===== config.mk =====
export PLATFORM = sky130hd
export DESIGN_NAME = btr_row_expand
export DESIGN_NICKNAME = d
export VERILOG_FILES = /design/src/rtl/btr_pkg.sv /design/src/rtl/btr_row_expand.sv
export SDC_FILE = /design/constraint.sdc
export NUM_CORES = 1
export LEC_CHECK = 0
export BUFFER_PORTS_ARGS = -buffer_cell sky130_fd_sc_hd__buf_2
export CAP_MARGIN = 20
export CORE_ASPECT_RATIO = 0.9
export CORE_MARGIN = 2
export CORE_UTILIZATION = 46
export DETAILED_ROUTE_END_ITERATION = 6
export GPL_TIMING_DRIVEN = 1
export MAX_ROUTING_LAYER = met4
export PLACE_DENSITY = 0.81
export SLEW_MARGIN = 20
export SYNTH_ARGS = -nofsm -noshare
export SYNTH_HDL_FRONTEND = slang
export SYNTH_SLANG_ARGS = --single-unit
export TNS_END_PERCENT = 5

===== constraint.sdc =====
create_clock -name vclk -period 2.8
set_input_delay 0.56 -clock vclk [all_inputs]
set_output_delay 0.56 -clock vclk [all_outputs]
set_load 0.005 [all_outputs]

===== src/rtl/btr_pkg.sv =====
package btr_pkg;

  // fixed field widths
  localparam int COORD_W   = 11;
  localparam int CFG_W     = 10;
  localparam int SCALE_W   = 3;
  localparam int MASK_W    = 32;
  localparam int RWIDTH_W  = 6;
  localparam int CMD_W     = 2;
  localparam int CODE_W    = 8;
  localparam int FADDR_W   = 12;
  localparam int BYTE_W    = 8;
  localparam int REG_IDX_W = 3;

  // commands
  localparam logic [CMD_W-1:0] CMD_LOAD  = 2'd0;
  localparam logic [CMD_W-1:0] CMD_BEGIN = 2'd1;
  localparam logic [CMD_W-1:0] CMD_DRAW  = 2'd2;

  // register indexes
  localparam logic [REG_IDX_W-1:0] REG_START_X = 3'd0;
  localparam logic [REG_IDX_W-1:0] REG_START_Y = 3'd1;
  localparam logic [REG_IDX_W-1:0] REG_LIMIT_X = 3'd2;
  localparam logic [REG_IDX_W-1:0] REG_LIMIT_Y = 3'd3;
  localparam logic [REG_IDX_W-1:0] REG_WRAP    = 3'd4;
  localparam logic [REG_IDX_W-1:0] REG_SCALE   = 3'd5;

  // text window settings seen by the cursor unit
  typedef struct packed {
    logic [CFG_W-1:0] start_x;
    logic [CFG_W-1:0] start_y;
    logic [CFG_W-1:0] limit_x;
    logic [CFG_W-1:0] limit_y;
    logic             wrap;
  } cfg_t;

  // cursor commands from the sequencer
  typedef struct packed {
    logic start;
    logic step;
  } cur_ctl_t;

  // cursor status back to the sequencer
  typedef struct packed {
    logic [COORD_W-1:0] x;
    logic [COORD_W-1:0] y;
    logic               halted;
  } cur_stat_t;

endpackage


===== src/rtl/btr_row_expand.sv =====
module btr_row_expand #(
  parameter int GLYPH_WIDTH = 8,
  parameter int MAX_SCALE   = 4
) (
  input  logic [btr_pkg::BYTE_W-1:0]  byte_hi,
  input  logic [btr_pkg::BYTE_W-1:0]  byte_lo,
  input  logic [2:0]                  offset,
  input  logic [btr_pkg::SCALE_W-1:0] scale,
  input  logic                        blank,
  output logic [btr_pkg::MASK_W-1:0]  mask
);
  import btr_pkg::*;

  localparam int WIN_W = 2 * BYTE_W;

  logic [WIN_W-1:0]       win;
  logic [GLYPH_WIDTH-1:0] bits;
  logic [MASK_W-1:0]      wide [1:MAX_SCALE];

  always_comb begin
    // align the glyph row to the top of the two byte window, msb first
    win = {byte_hi, byte_lo} << offset;
    for (int c = 0; c < GLYPH_WIDTH; c++) begin
      bits[c] = win[WIN_W-1-c];
    end
    // one widened copy per scale, each pixel repeated s times
    for (int s = 1; s <= MAX_SCALE; s++) begin
      wide[s] = '0;
      for (int c = 0; c < GLYPH_WIDTH; c++) begin
        for (int k = 0; k < s; k++) begin
          wide[s][c*s+k] = bits[c];
        end
      end
    end
    // pick the copy for the active scale
    mask = '0;
    for (int s = 1; s <= MAX_SCALE; s++) begin
      if (scale == SCALE_W'(s)) begin
        mask = wide[s];
      end
    end
    // codes outside the font draw nothing
    if (blank) begin
      mask = '0;
    end
  end

endmodule


# Word-level counts from Yosys, hierarchy flattened
# Index checks and enable logic that the tools add are counted.
[word_totals] register_bits=0 out_inout_bits=32 inputBits=23 word_cells=10
[classes] eq_ne=4 shift=1 mux=5
[op_table] operator="32-bit 2-to-1 mux" n=4
[op_table] operator="16-bit by 3-bit left shift with 16-bit output" n=1
[op_table] operator="8-bit 2-to-1 mux" n=1
[op_table] operator="3-bit by 2-bit == test with 1-bit output, second input constant" n=2
[op_table] operator="3-bit by 1-bit == test with 1-bit output, second input constant" n=1
[op_table] operator="3-bit == test, second input constant" n=1

# Depth between registers and ports, before layout
[depth] word_depth=6 ltp_mapped=8 ltp_nobuf=5

# Worst setup path after synthesis
# Ideal clock, no wire load.
[synth_timing] path_type="input-to-output" from="input port offset[1]" to="output port mask[11] in the netlist's numbering" setup_slack_ps=193 arrival_ps=2047 t_required_ps=2240 path_buffers=3 stages=7 cell_sequence="buf_6 buf_12 mux2i_1 mux4_2 or2_1 a31oi_1 buf_4"
[synth_via] elab_chain_cells=5
[synth_rtl] item="start: declaration" line="btr_row_expand.sv:7" rtl="input logic [2:0] offset,"
[synth_rtl] item="16-bit by 3-bit left shift with 16-bit output *" line="btr_row_expand.sv:22" rtl="win = {byte_hi, byte_lo} << offset;"
[synth_rtl] item="32-bit 2-to-1 mux (2 in series)" line="btr_row_expand.sv:38" rtl="if (scale == SCALE_W'(s)) begin"
[synth_rtl] item="32-bit 2-to-1 mux *" line="btr_row_expand.sv:38"
[synth_rtl] item="32-bit 2-to-1 mux *" line="btr_row_expand.sv:43" rtl="if (blank) begin"
[synth_rtl] item="end: declaration" line="btr_row_expand.sv:10" rtl="output logic [btr_pkg::MASK_W-1:0] mask"
# Every way passes the cells marked *; elsewhere a longest branch is shown, timed or not.

# Worst setup path after layout
[layout_timing] from="input port offset[1]" to="output port mask[10] in the netlist's numbering"
# The elaborated chain is that of the path after synthesis.

==> Implementation_results.wiki <==
{| class="wikitable"
! Metric !! Value
|-
| Cell count after placement || 194
|-
| Highest cell delay on the worst timing path || 0.41 ns
|-
| Half-perimeter wire length of the detailed placement result || 2080 µm
|-
| Count of input and output buffers || 54
|-
| Final-report hold violation count || 0
|-
| Worst Path Class, Setup || in2out
|-
| Synth Area in Simple Gates || 0.239
|-
| Width of the chip || 50.8 µm
|-
| Via-per-instance ratio || 5.72
|-
| Remaining antenna violation count || 0
|-
| Total leakage power || 0.583 nW
|-
| WP data required || 2.24 ns
|-
| Crit path max fanout || 16
|-
| Area fraction in compound gates after synthesis || 0.290
|-
| Routability congestion estimate from global placement || 0.871
|-
| Hold-fix buffer count after cts || 0
|-
| Critical path's top delay family || compound AO/OA/AOI/OAI gates
|-
| Outcome || completed
|-
| Worst Setup End Kind || primary output
|-
| Arrival time of data at the critical path endpoint || 2.12 ns
|-
| # nets final || 194
|-
| Critical-path cell with the highest stage delay || a311o_1
|-
| Buffer count from post-CTS setup fixing || 0
|-
| Die span in y || 46.1 µm
|-
| Count of non-filler cells in the finished layout || 194
|-
| Termination of the worst setup path || mask[10]
|-
| Drt wl/cell || 13.4 µm
|-
| Post-layout minimum cycle time || 2.68 ns
|-
| Number of distinct standard cells referenced by the synthesized netlist || 35
|-
| Layout-stage area growth over the synthesis result || 18.5%
|-
| Critical path buffers and inverters || 2
|-
| Worst IR Drop VDD || 0.000113 V
|-
| Wire length of the first global-routing pass || 4180 µm
|-
| Diodes inserted || 0
|-
| Share of the yosys chip area belonging to registers || 0
|-
| Mux contribution to synthesized area || 0.288
|-
| Critical Path Start || offset[1]
|-
| Worst Setup Start Kind || input port
|-
| Nets in the synthesized netlist || 158
|-
| Number of filler cells placed in the layout || 192
|-
| Cell Area, Synth || 907 µm²
|-
| Vias in the first global route || 972
|-
| Number of warnings reported in the yosys synthesis log || 0
|-
| GRT overflow || 0
|-
| Number of instances in the synthesized netlist || 135
|-
| RSZ-0062 raised after global routing || false
|-
| Violation count after the first detailed-route iteration || 16
|-
| Max_slew headroom || 0.599
|-
| Number of search-and-repair iterations in the first detailed-routing pass || 4
|-
| Max Freq || 374 MHz
|-
| HP Class || in2out
|-
| Count of sequential standard cells || 0
|-
| # clk buffers || 0
|-
| Largest family of logic cells by synthesized area || compound AO/OA/AOI/OAI gates
|-
| Xor/xnor share of the synthesized area || 0
|-
| Maximum number of pins on one net before global-route repair || 18
|-
| Total of max-cap violations || 0
|-
| Core area || 0.00190 mm²
|-
| Worst path cell trace || clkbuf_4 > mux2_4 > o22ai_1 > a311o_1 > a21o_1 > a31oi_1 > buf_2
|-
| Total vias in the final route || 1110
|-
| Final Routed Wirelength || 2600 µm
|-
| Post-route DRC violation count || 0
|-
| Total routing resource utilization after global routing || 0.230
|-
| Per-instance average area after synthesis || 6.72 µm²
|-
| Slew at the pin closest to its max-slew limit || 0.599 ns
|-
| Critical Path Stages || 7
|-
| Total negative setup slack || 0 ns
|-
| Ratio of total power to cell area || 164 mW/mm²
|-
| Number of antenna violations at the first check in global routing || 0
|-
| Crit share post-route || 0.955
|-
| Die outline area || 0.00234 mm²
|-
| Ports || 55
|-
| # setup viols final || 0
|-
| Area of all sequential standard cells || 0 µm²
|-
| # rows || 15
|-
| Starting density of the core || 0.479
|-
| Number of pins with negative max-slew slack in the final report || 0
|-
| Synthesized-area fraction occupied by adder cells || 0
|-
| Proportion of layout cells with a drive suffix above 1 || 0.355
|}
[tightest hold or removal path, stage by stage]
cell and delay [ns]:
buf_2 0.17, a21oi_1 0.06, buf_2 0.12
[through the flow]
step,setup slack [ns],area (µm²),power [mW],utilization,hold WS (ns)
6_report,0.125,1070,0.176,0.567,1.47
5_1_grt,0.00660,1070,0.196,0.567,1.50
4_1_cts,0.0510,1060,0.171,0.560,1.47
3_5_place_dp,0.0550,1060,0.170,0.560,1.47
3_3_place_gp,0.0878,1060,0.165,0.560,1.45
2_1_floorplan,0.193,907,0.124,-,1.27
[cells by family (layout without fill, tap and decap cells)]
kind of cell	count (synthesis)	after routing
AND/OR/NAND/NOR	48	48
AO/OA/AOI/OAI	40	40
buffers and inverters	25	59
multiplexers	22	22
[placed cells by master, fill, tap and decap left out, types with 2 or more instances in the layout]
cell type	instances
a211o_1	2
a21oi_1	14
a221o_1	2
a31oi_1	5
and3_1	2
buf_2	52
clkbuf_4	2
inv_1	4
mux2_4	2
mux2i_1	16
mux4_2	3
nand2_1	22
nand2b_1	4
nor2_1	11
nor2b_1	4
nor3_1	2
o21ai_0	2
o21ai_1	2
o22ai_1	5
[routing by layer]
layer | vias up | global-route usage | wire (µm)
met2 | 43 | 0.408 | 1340
li1 | 554 | - | -
met3 | 4 | 0.00974 | 139
met5 | - | - | 0
met1 | 509 | 0.297 | 1100
met4 | 0 | 0.0486 | 23
[final cells by class]
cell class | count | area (µm²) | share of cell area
Multi-Input combinational cell | 110 | 749 | 0.697
Timing Repair Buffer | 54 | 275 | 0.256
Tap cell | 25 | 31.3 | 0.0291
Inverter | 5 | 18.8 | 0.0175
[cells in the mapped netlist]
| master | number | area, µm² |
|---|---|---|
| buf_4 | 12 | 90.1 |
| o22ai_1 | 5 | 31.3 |
| clkbuf_1 | 2 | 7.51 |
| a21o_1 | 1 | 7.51 |
| nor2_1 | 11 | 41.3 |
| nand2_1 | 22 | 82.6 |
| a31oi_1 | 5 | 31.3 |
| o21ai_0 | 2 | 10.0 |
| or2_1 | 1 | 6.26 |
| buf_12 | 1 | 20.0 |
| buf_1 | 1 | 3.75 |
| nor3_1 | 2 | 10.0 |
| o21ba_1 | 1 | 10.0 |
| a221o_1 | 2 | 20.0 |
| mux2i_1 | 16 | 160 |
| a2111oi_0 | 1 | 8.76 |
| o221a_1 | 1 | 11.3 |
| mux4_2 | 3 | 67.6 |
| and2_1 | 1 | 6.26 |
| a311o_1 | 1 | 10.0 |
| nand3b_1 | 1 | 7.51 |
| nand2b_1 | 4 | 25.0 |
| and3_1 | 2 | 12.5 |
| inv_1 | 4 | 15.0 |
| buf_6 | 1 | 11.3 |
| o21a_1 | 1 | 7.51 |
| inv_2 | 1 | 3.75 |
| o21ai_1 | 2 | 10.0 |
| nor2b_1 | 4 | 25.0 |
| o2111ai_1 | 1 | 8.76 |
| a211o_1 | 2 | 17.5 |
| a22o_1 | 1 | 8.76 |
| mux2_1 | 3 | 33.8 |
| buf_2 | 3 | 15.0 |
| a21oi_1 | 14 | 70.1 |
[power breakdown]
group | switching, mW | total (mW) | internal (mW)
Combinational | 0.0970 | 0.176 | 0.0794
Clock | 0 | 0 | 0
Sequential | 0 | 0 | 0
Total | 0.0970 | 0.176 | 0.0794
[timing repair]
action,in CTS,in global routing
hold endpoints to repair,0,0
resized for setup,0,7
setup endpoints to repair,0,9
[worst min-delay path by stage]
stage,to,from,cells after the start
floorplan,mask[0],scale[2],3
global placement,mask[20],blank,3
detailed placement,mask[20],blank,3
CTS,mask[20],blank,3
global route,mask[20],blank,3
finish,mask[20],blank,3
(Power assumes the default switching activity.)
