`src/rtl/btr_pkg.sv`:
```
package btr_pkg;

  // fixed field widths
  localparam int COORD_W   = 11;
  localparam int CFG_W     = 10;
  localparam int SCALE_W   = 3;
  localparam int MASK_W    = 32;
  localparam int RWIDTH_W  = 6;
  localparam int CMD_W     = 2;
  localparam int CODE_W    = 8;
  localparam int FADDR_W   = 12;
  localparam int BYTE_W    = 8;
  localparam int REG_IDX_W = 3;

  // commands
  localparam logic [CMD_W-1:0] CMD_LOAD  = 2'd0;
  localparam logic [CMD_W-1:0] CMD_BEGIN = 2'd1;
  localparam logic [CMD_W-1:0] CMD_DRAW  = 2'd2;

  // register indexes
  localparam logic [REG_IDX_W-1:0] REG_START_X = 3'd0;
  localparam logic [REG_IDX_W-1:0] REG_START_Y = 3'd1;
  localparam logic [REG_IDX_W-1:0] REG_LIMIT_X = 3'd2;
  localparam logic [REG_IDX_W-1:0] REG_LIMIT_Y = 3'd3;
  localparam logic [REG_IDX_W-1:0] REG_WRAP    = 3'd4;
  localparam logic [REG_IDX_W-1:0] REG_SCALE   = 3'd5;

  // text window settings seen by the cursor unit
  typedef struct packed {
    logic [CFG_W-1:0] start_x;
    logic [CFG_W-1:0] start_y;
    logic [CFG_W-1:0] limit_x;
    logic [CFG_W-1:0] limit_y;
    logic             wrap;
  } cfg_t;

  // cursor commands from the sequencer
  typedef struct packed {
    logic start;
    logic step;
  } cur_ctl_t;

  // cursor status back to the sequencer
  typedef struct packed {
    logic [COORD_W-1:0] x;
    logic [COORD_W-1:0] y;
    logic               halted;
  } cur_stat_t;

endpackage

```
`src/rtl/btr_cursor.sv`:
```
module btr_cursor #(
  parameter int GLYPH_WIDTH  = 8,
  parameter int GLYPH_HEIGHT = 12
) (
  input  logic                        clk,
  input  logic                        rst_n,
  input  btr_pkg::cfg_t               cfg,
  input  btr_pkg::cur_ctl_t           ctl,
  input  logic [btr_pkg::SCALE_W-1:0] scale,
  output btr_pkg::cur_stat_t          stat
);
  import btr_pkg::*;

  localparam int SUM_W = COORD_W + 1;

  logic [COORD_W-1:0] x_r, x_nxt;
  logic [COORD_W-1:0] y_r, y_nxt;
  logic               halted_r, halted_nxt;
  logic [SUM_W-1:0]   cw, ch, nx, nx2, ny;

  // next cursor position after a character
  always_comb begin
    cw  = SUM_W'(GLYPH_WIDTH) * SUM_W'(scale);
    ch  = SUM_W'(GLYPH_HEIGHT) * SUM_W'(scale);
    nx  = SUM_W'(x_r) + cw;
    nx2 = nx + cw;
    ny  = SUM_W'(y_r) + ch;

    x_nxt      = x_r;
    y_nxt      = y_r;
    halted_nxt = halted_r;

    if (ctl.start) begin
      x_nxt      = COORD_W'(cfg.start_x);
      y_nxt      = COORD_W'(cfg.start_y);
      halted_nxt = 1'b0;
    end else if (ctl.step) begin
      if (nx2 <= SUM_W'(cfg.limit_x)) begin
        x_nxt = COORD_W'(nx);
      end else if (!cfg.wrap) begin
        // single line: keep going while part of the next glyph still fits
        if (nx <= SUM_W'(cfg.limit_x)) begin
          x_nxt = COORD_W'(nx);
        end else begin
          halted_nxt = 1'b1;
        end
      end else if (ny > SUM_W'(cfg.limit_y)) begin
        halted_nxt = 1'b1;
      end else begin
        x_nxt = COORD_W'(cfg.start_x);
        y_nxt = COORD_W'(ny);
      end
    end
  end

  always_ff @(posedge clk) begin
    if (!rst_n) begin
      x_r      <= '0;
      y_r      <= '0;
      halted_r <= 1'b0;
    end else begin
      x_r      <= x_nxt;
      y_r      <= y_nxt;
      halted_r <= halted_nxt;
    end
  end

  assign stat.x      = x_r;
  assign stat.y      = y_r;
  assign stat.halted = halted_r;

endmodule

```
`config.mk`:
```
export PLATFORM = sky130hd
export DESIGN_NAME = btr_cursor
export DESIGN_NICKNAME = d
export VERILOG_FILES = /design/src/rtl/btr_pkg.sv /design/src/rtl/btr_cursor.sv
export SDC_FILE = /design/constraint.sdc
export NUM_CORES = 1
export LEC_CHECK = 0
export BUFFER_PORTS_ARGS = -buffer_cell sky130_fd_sc_hd__buf_4
export CAP_MARGIN = 0
export CORE_ASPECT_RATIO = 1.5
export CORE_MARGIN = 1
export CORE_UTILIZATION = 49
export CTS_CLUSTER_SIZE = 14
export DETAILED_ROUTE_END_ITERATION = 10
export PLACE_DENSITY_LB_ADDON = 0.3
export SLEW_MARGIN = 0
export SYNTH_ARGS = -nofsm -noshare
export SYNTH_HDL_FRONTEND = slang
export SYNTH_SLANG_ARGS = --single-unit
```
`constraint.sdc`:
```
create_clock -name clk -period 4.5 [get_ports clk]
set_input_delay 0.9 -clock clk [delete_from_list [all_inputs] [get_ports clk]]
set_output_delay 0.9 -clock clk [all_outputs]
set_load 0.05 [all_outputs]
```
# After elaboration in Yosys (flattened, before gate mapping)
# Index checks and enable logic that the tools add are counted.
# totals
out_inout_bits	23
elab_cells	45
inputBits	48
regBits	23
# classes
add_sub_neg	3
eq_ne	6
n_reduce_logical	10
n_lt_le_gt_ge	3
n_mul	1
n_bitwise	3
muxes	14
# op_table
op	count
$mux 10	7
$mux 11	4
$le 12x10->1	2
$add 11x6->12	1
$add 11x7->12	1
$add 12x6->12	1
$gt 12x10->1	1
$reduce_and 4->1	3
$ne 2x2->1 const B	3
$reduce_and 3->1	2
$mul 2x3->5 const A	1
$ne 4x4->1 const B	1
$reduce_bool 2->1	2
$reduce_bool 4->1	1
$mux 1	3
$ne 3x3->1 const B	1
$not 1->1	3
$reduce_bool 3->1	1
$ne 2x1->1 const B	1
$reduce_or 2->1	1

# Depth between registers and ports, before layout
# logic_depth
ltp_word	8
ltp_mapped	21
mapped_depth_nobuf	19

# Least setup slack after synthesis
# No wires, ideal clock.
# synth_timing
kind	input to register
start	input scale[0] (netlist bit)
end	register y_r[4]
path_stages	18
slack_ns	-0.112
n_path_buf	1
arrival_time_ns	4.480
setup_ns	0.132
t_required_ns	4.368
cell_sequence	ha_1 fa_1 xor2_1 ha_1 a21o_1 a31o_2 a21oi_1 xnor2_1 ha_1 nand4_1 o311a_1 a21o_1 o41ai_1 nand3_1 a21oi_1 buf_2 mux2i_1 a21oi_1
# synth_between
elab_chain_len	7
word_cells_on_any_way	14
classes_between	add/sub (3); mul (1); order compare (2); eq/ne (2); mux (5); reduce/logical (1)
# synth_lines
item	line	rtl
start, declared	btr_cursor.sv:9	input logic [btr_pkg::SCALE_W-1:0] scale,
branches (longest 7 deep; another with $add 11x7->12)	n/a	
end signal, assigned	btr_cursor.sv:63	y_r <= y_nxt;
end, declared	btr_cursor.sv:17	logic [COORD_W-1:0] y_r, y_nxt;
# Several ways; the timed one is not identified. The select of a mux whose other input is x is not followed.
# A chain may end at the register's enable or synchronous reset.

# Worst setup path after layout
# layout_timing
start	input scale[0] (netlist bit)
end	register y_r[7]
# Same word-level chain as after synthesis.

==> flow_metrics.tcl <==
set metrics [dict create \
    status "finished with violations" \
    violations "setup timing" \
    cp_common_cell "a21o_1" \
    critPathBufInv 2 \
    path_delay_family "compound AO/OA/AOI/OAI gates" \
    max_slew.worst_pin.slew_ns 0.5723 \
    fin_skew_ns 0.009085 \
    setup.worst_path.end_class "flop" \
    synth.distinct_cells 59 \
    mostFrequentLayoutCells "115 x buf_4, 40 x ha_1, 35 x inv_1, 24 x a21oi_1, 23 x dfxtp_1" \
    drc 0 \
    clk_latency_ns 0.28 \
    drtPass1Iterations 4 \
    final_antenna_net_count 0 \
    io_buffers 70 \
    grt_overflow 0 \
    row_count 32 \
    finalMaxSlewViolations 0 \
    critical-path-max-stage-delay_ns 0.40 \
    initial_core_util_pct 50.82 \
    drv_cap 0 \
    ff2ff_path_depth 16 \
    dieHeight_um 91.64 \
    grt_pass1_vias 2764 \
    power_leakage_nw 1.832 \
    drt-initial-drc-count 128 \
    place_area_mm2 0.003428 \
    grt_max_degree 20 \
    ioPinCount 71 \
    synth_nets 408 \
    track_usage_pct 27.26 \
    yosys_warnings 0 \
    design.die.area_mm2 0.005660 \
    peakVddDrop_mv 0.1709 \
    path_cells "buf_8 -> ha_4 -> fa_2 -> xor2_1 -> ha_1 -> a21o_1 -> a31o_4 -> a21oi_4 -> xnor2_1 -> ha_1 -> nand4_1 -> o311a_1 -> a21o_1 -> o41ai_2 -> nand3_1 -> buf_4 -> a21o_1 -> or3_4 -> a31oi_4" \
    path_clk_slew_ns 0.10 \
    synthArstFlopShare_pct 0 \
    rsz0062_at_grt "yes" \
    finalWeightedCongestion 0.8815 \
    fmax_mhz 215.9 \
    route.vias.total 2831 \
    critPathSlowestCell "or3_4" \
    crit_end "y_r[7]$_SDFFE_PN0P_" \
    hold-path-cell-count 2 \
    stdcell_area_mm2 0.003680 \
    hold_viol_final 0 \
    clockBufferDepth 2 \
    syn-cell-area_mm2 0.002625 \
    synth_edf_count 0 \
    synth_flop_cell "dfxtp_1" \
    worstPathArrival_ns 4.84 \
    syn_area_per_cell_um2 8.333 \
    min_path_type "flop to flop" \
    crit_required_ns 4.71 \
    die_w_um 61.76 \
    root_buffer "clkbuf_8" \
    startpoint_type "input port" \
    critPathLaunch "scale[0]" \
    grt_pass1_wl_um 11900 \
    grt_antenna_before_repair 0 \
    syn_to_final_growth_pct 40.18 \
    setup_viol_count_final 1 \
    core_mm2 0.005165 \
    vias_per_cell 5.766 \
    setup_ws_ns -0.1317 \
    cts-buffers-inserted 3 \
    r2r_slack_ns 0.42 \
    hold_buffers 0 \
    drive_gt1_share_pct 34.75 \
    slew_headroom_pct 61.61 \
    r2r_end "y_r[7]$_SDFFE_PN0P_" \
    rr_startpoint "x_r[3]$_SDFFE_PN0P_" \
    layout_commonest_cell "buf_4" \
    p_per_area_mw_per_mm2 327.0 \
    cts_max_level 1 \
    cts_tree "yes" \
    wl_um 7641 \
    ys_ff_latch 23 \
    yosysSeqAreaShare_pct 17.54 \
    period_share_pct 102.9 \
    syn-instance-count 315 \
    layout_min_cycle_time_ns 4.632 \
    tns_ns -0.1317 \
    diodes 0 \
    setup.worst_path.class "input port to flop" \
    detail_route.wl_per_cell_um 15.56 \
    cts_sinks 23 \
    cp.depth 19 \
    cp_max_fo 3 \
    nets 517 \
    hpwl_um 5788 \
]
[what timing repair did]
action / CTS / global route
resized for setup: 7 / 18
endpoints found under the setup margin: 14 / 20
pin swaps: 7 / 23
gates cloned: 1 / 0
buffers inserted: 4 / 7
[routing by layer]
metal	track usage [%]	vias up	share of wire, %
li1	-	1357	-
met1	30.64	1330	37
met2	49.91	114	55
met3	1.551	30	4.0
met4	11.67	0	3.8
met5	0	-	0
[worst min-delay path by stage]
stage | startpoint | endpoint | slack [ns]
global route | halted_r$_SDFFE_PP0P_ | halted_r$_SDFFE_PP0P_ | 0.53
detailed placement | x_r[0]$_SDFFE_PN0P_ | x_r[0]$_SDFFE_PN0P_ | 0.49
floorplan | halted_r$_SDFFE_PP0P_ | halted_r$_SDFFE_PP0P_ | 0.46
global placement | x_r[0]$_SDFFE_PN0P_ | x_r[0]$_SDFFE_PN0P_ | 0.48
CTS | x_r[0]$_SDFFE_PN0P_ | x_r[0]$_SDFFE_PN0P_ | 0.50
finish | x_r[0]$_SDFFE_PN0P_ | x_r[0]$_SDFFE_PN0P_ | 0.50
[Yosys cell counts (2+ instances only)]
| cell type | count | area, µm² |
|---|---|---|
| a211o_1 | 4 | 35.03 |
| nor2_1 | 14 | 52.55 |
| nand3b_1 | 2 | 15.01 |
| xnor2_1 | 14 | 122.6 |
| a21boi_0 | 3 | 22.52 |
| ha_1 | 41 | 513.0 |
| a21o_1 | 11 | 82.58 |
| xnor2_2 | 2 | 32.53 |
| a211oi_1 | 3 | 22.52 |
| nand3_1 | 14 | 70.07 |
| o21ai_0 | 18 | 90.09 |
| nand2b_1 | 3 | 18.77 |
| and4_1 | 4 | 35.03 |
| o21ai_1 | 2 | 10.01 |
| and2_1 | 2 | 12.51 |
| xor2_1 | 4 | 35.03 |
| nand2_1 | 11 | 41.29 |
| mux2i_1 | 11 | 110.1 |
| o41ai_1 | 2 | 17.52 |
| o21a_1 | 4 | 30.03 |
| inv_1 | 36 | 135.1 |
| buf_2 | 4 | 20.02 |
| o22ai_1 | 3 | 18.77 |
| nand4_1 | 5 | 31.28 |
| clkbuf_1 | 4 | 15.01 |
| o31a_1 | 2 | 17.52 |
| dfxtp_1 | 23 | 460.4 |
| o2111ai_1 | 2 | 17.52 |
| a21oi_1 | 28 | 140.1 |
| nor2b_1 | 2 | 12.51 |
| a221oi_2 | 3 | 45.04 |
| buf_4 | 4 | 30.03 |
| fa_1 | 4 | 80.08 |
[worst reg2reg max path: stages (launching register included)]
cell and delay [ns]:
dfxtp_1 0.39, ha_1 0.19, inv_1 0.05, fa_1 0.49
inv_2 0.06, fa_1 0.42, a21o_1 0.20, nand2_1 0.09
xnor2_1 0.07, ha_1 0.30, and4_1 0.22, o21ai_0 0.13
a211o_1 0.33, and2_2 0.26, a21o_1 0.23, or3_4 0.40
a31oi_4 0.17
[final cells by class]
cell class	instances	area (µm²)
clock buffers	3	41.29
clock inverters	1	7.507
fillers	398	1485
inverters	37	138.9
multi-input cells	241	2042
flip-flops and latches	23	460.4
well taps	68	85.08
repair buffers	118	904.6
[cells by family after synthesis]
logic type               after synthesis  synth area share, %
AO/OA/AOI/OAI                         98                25.45
AND/OR/NAND/NOR                       65                13.58
buffers and inverters                 51                8.389
adder cells (fa/ha/maj)               45                22.59
flip-flops                            23                17.54
XOR/XNOR                              20                7.245
multiplexers                          13                5.195
[per-stage QoR]
stage          hold slack [ns]  setup WS [ns]  power [mW]  util [%]  instances
2_1_floorplan           0.4593       0.009491      0.7396         -        315
5_1_grt                 0.5281        -0.2027       1.285     71.25        491
3_5_place_dp            0.4862        -0.3718      0.9993     66.38        475
6_report                0.4981        -0.1317       1.203     71.25        491
4_1_cts                 0.5010        0.01595       1.160     68.70        484
3_3_place_gp            0.4789        -0.2426      0.9772     66.38        475
[sequential cells by signal (all words and copies together), names as in the netlist]
name	count
y_r	11
x_r	11
halted_r	1
[report_power, final]
group	internal, mW	switching, mW
Combinational	0.385	0.416
Sequential	0.225	0.0351
Clock	0.0630	0.0786
(Power assumes the default switching activity.)
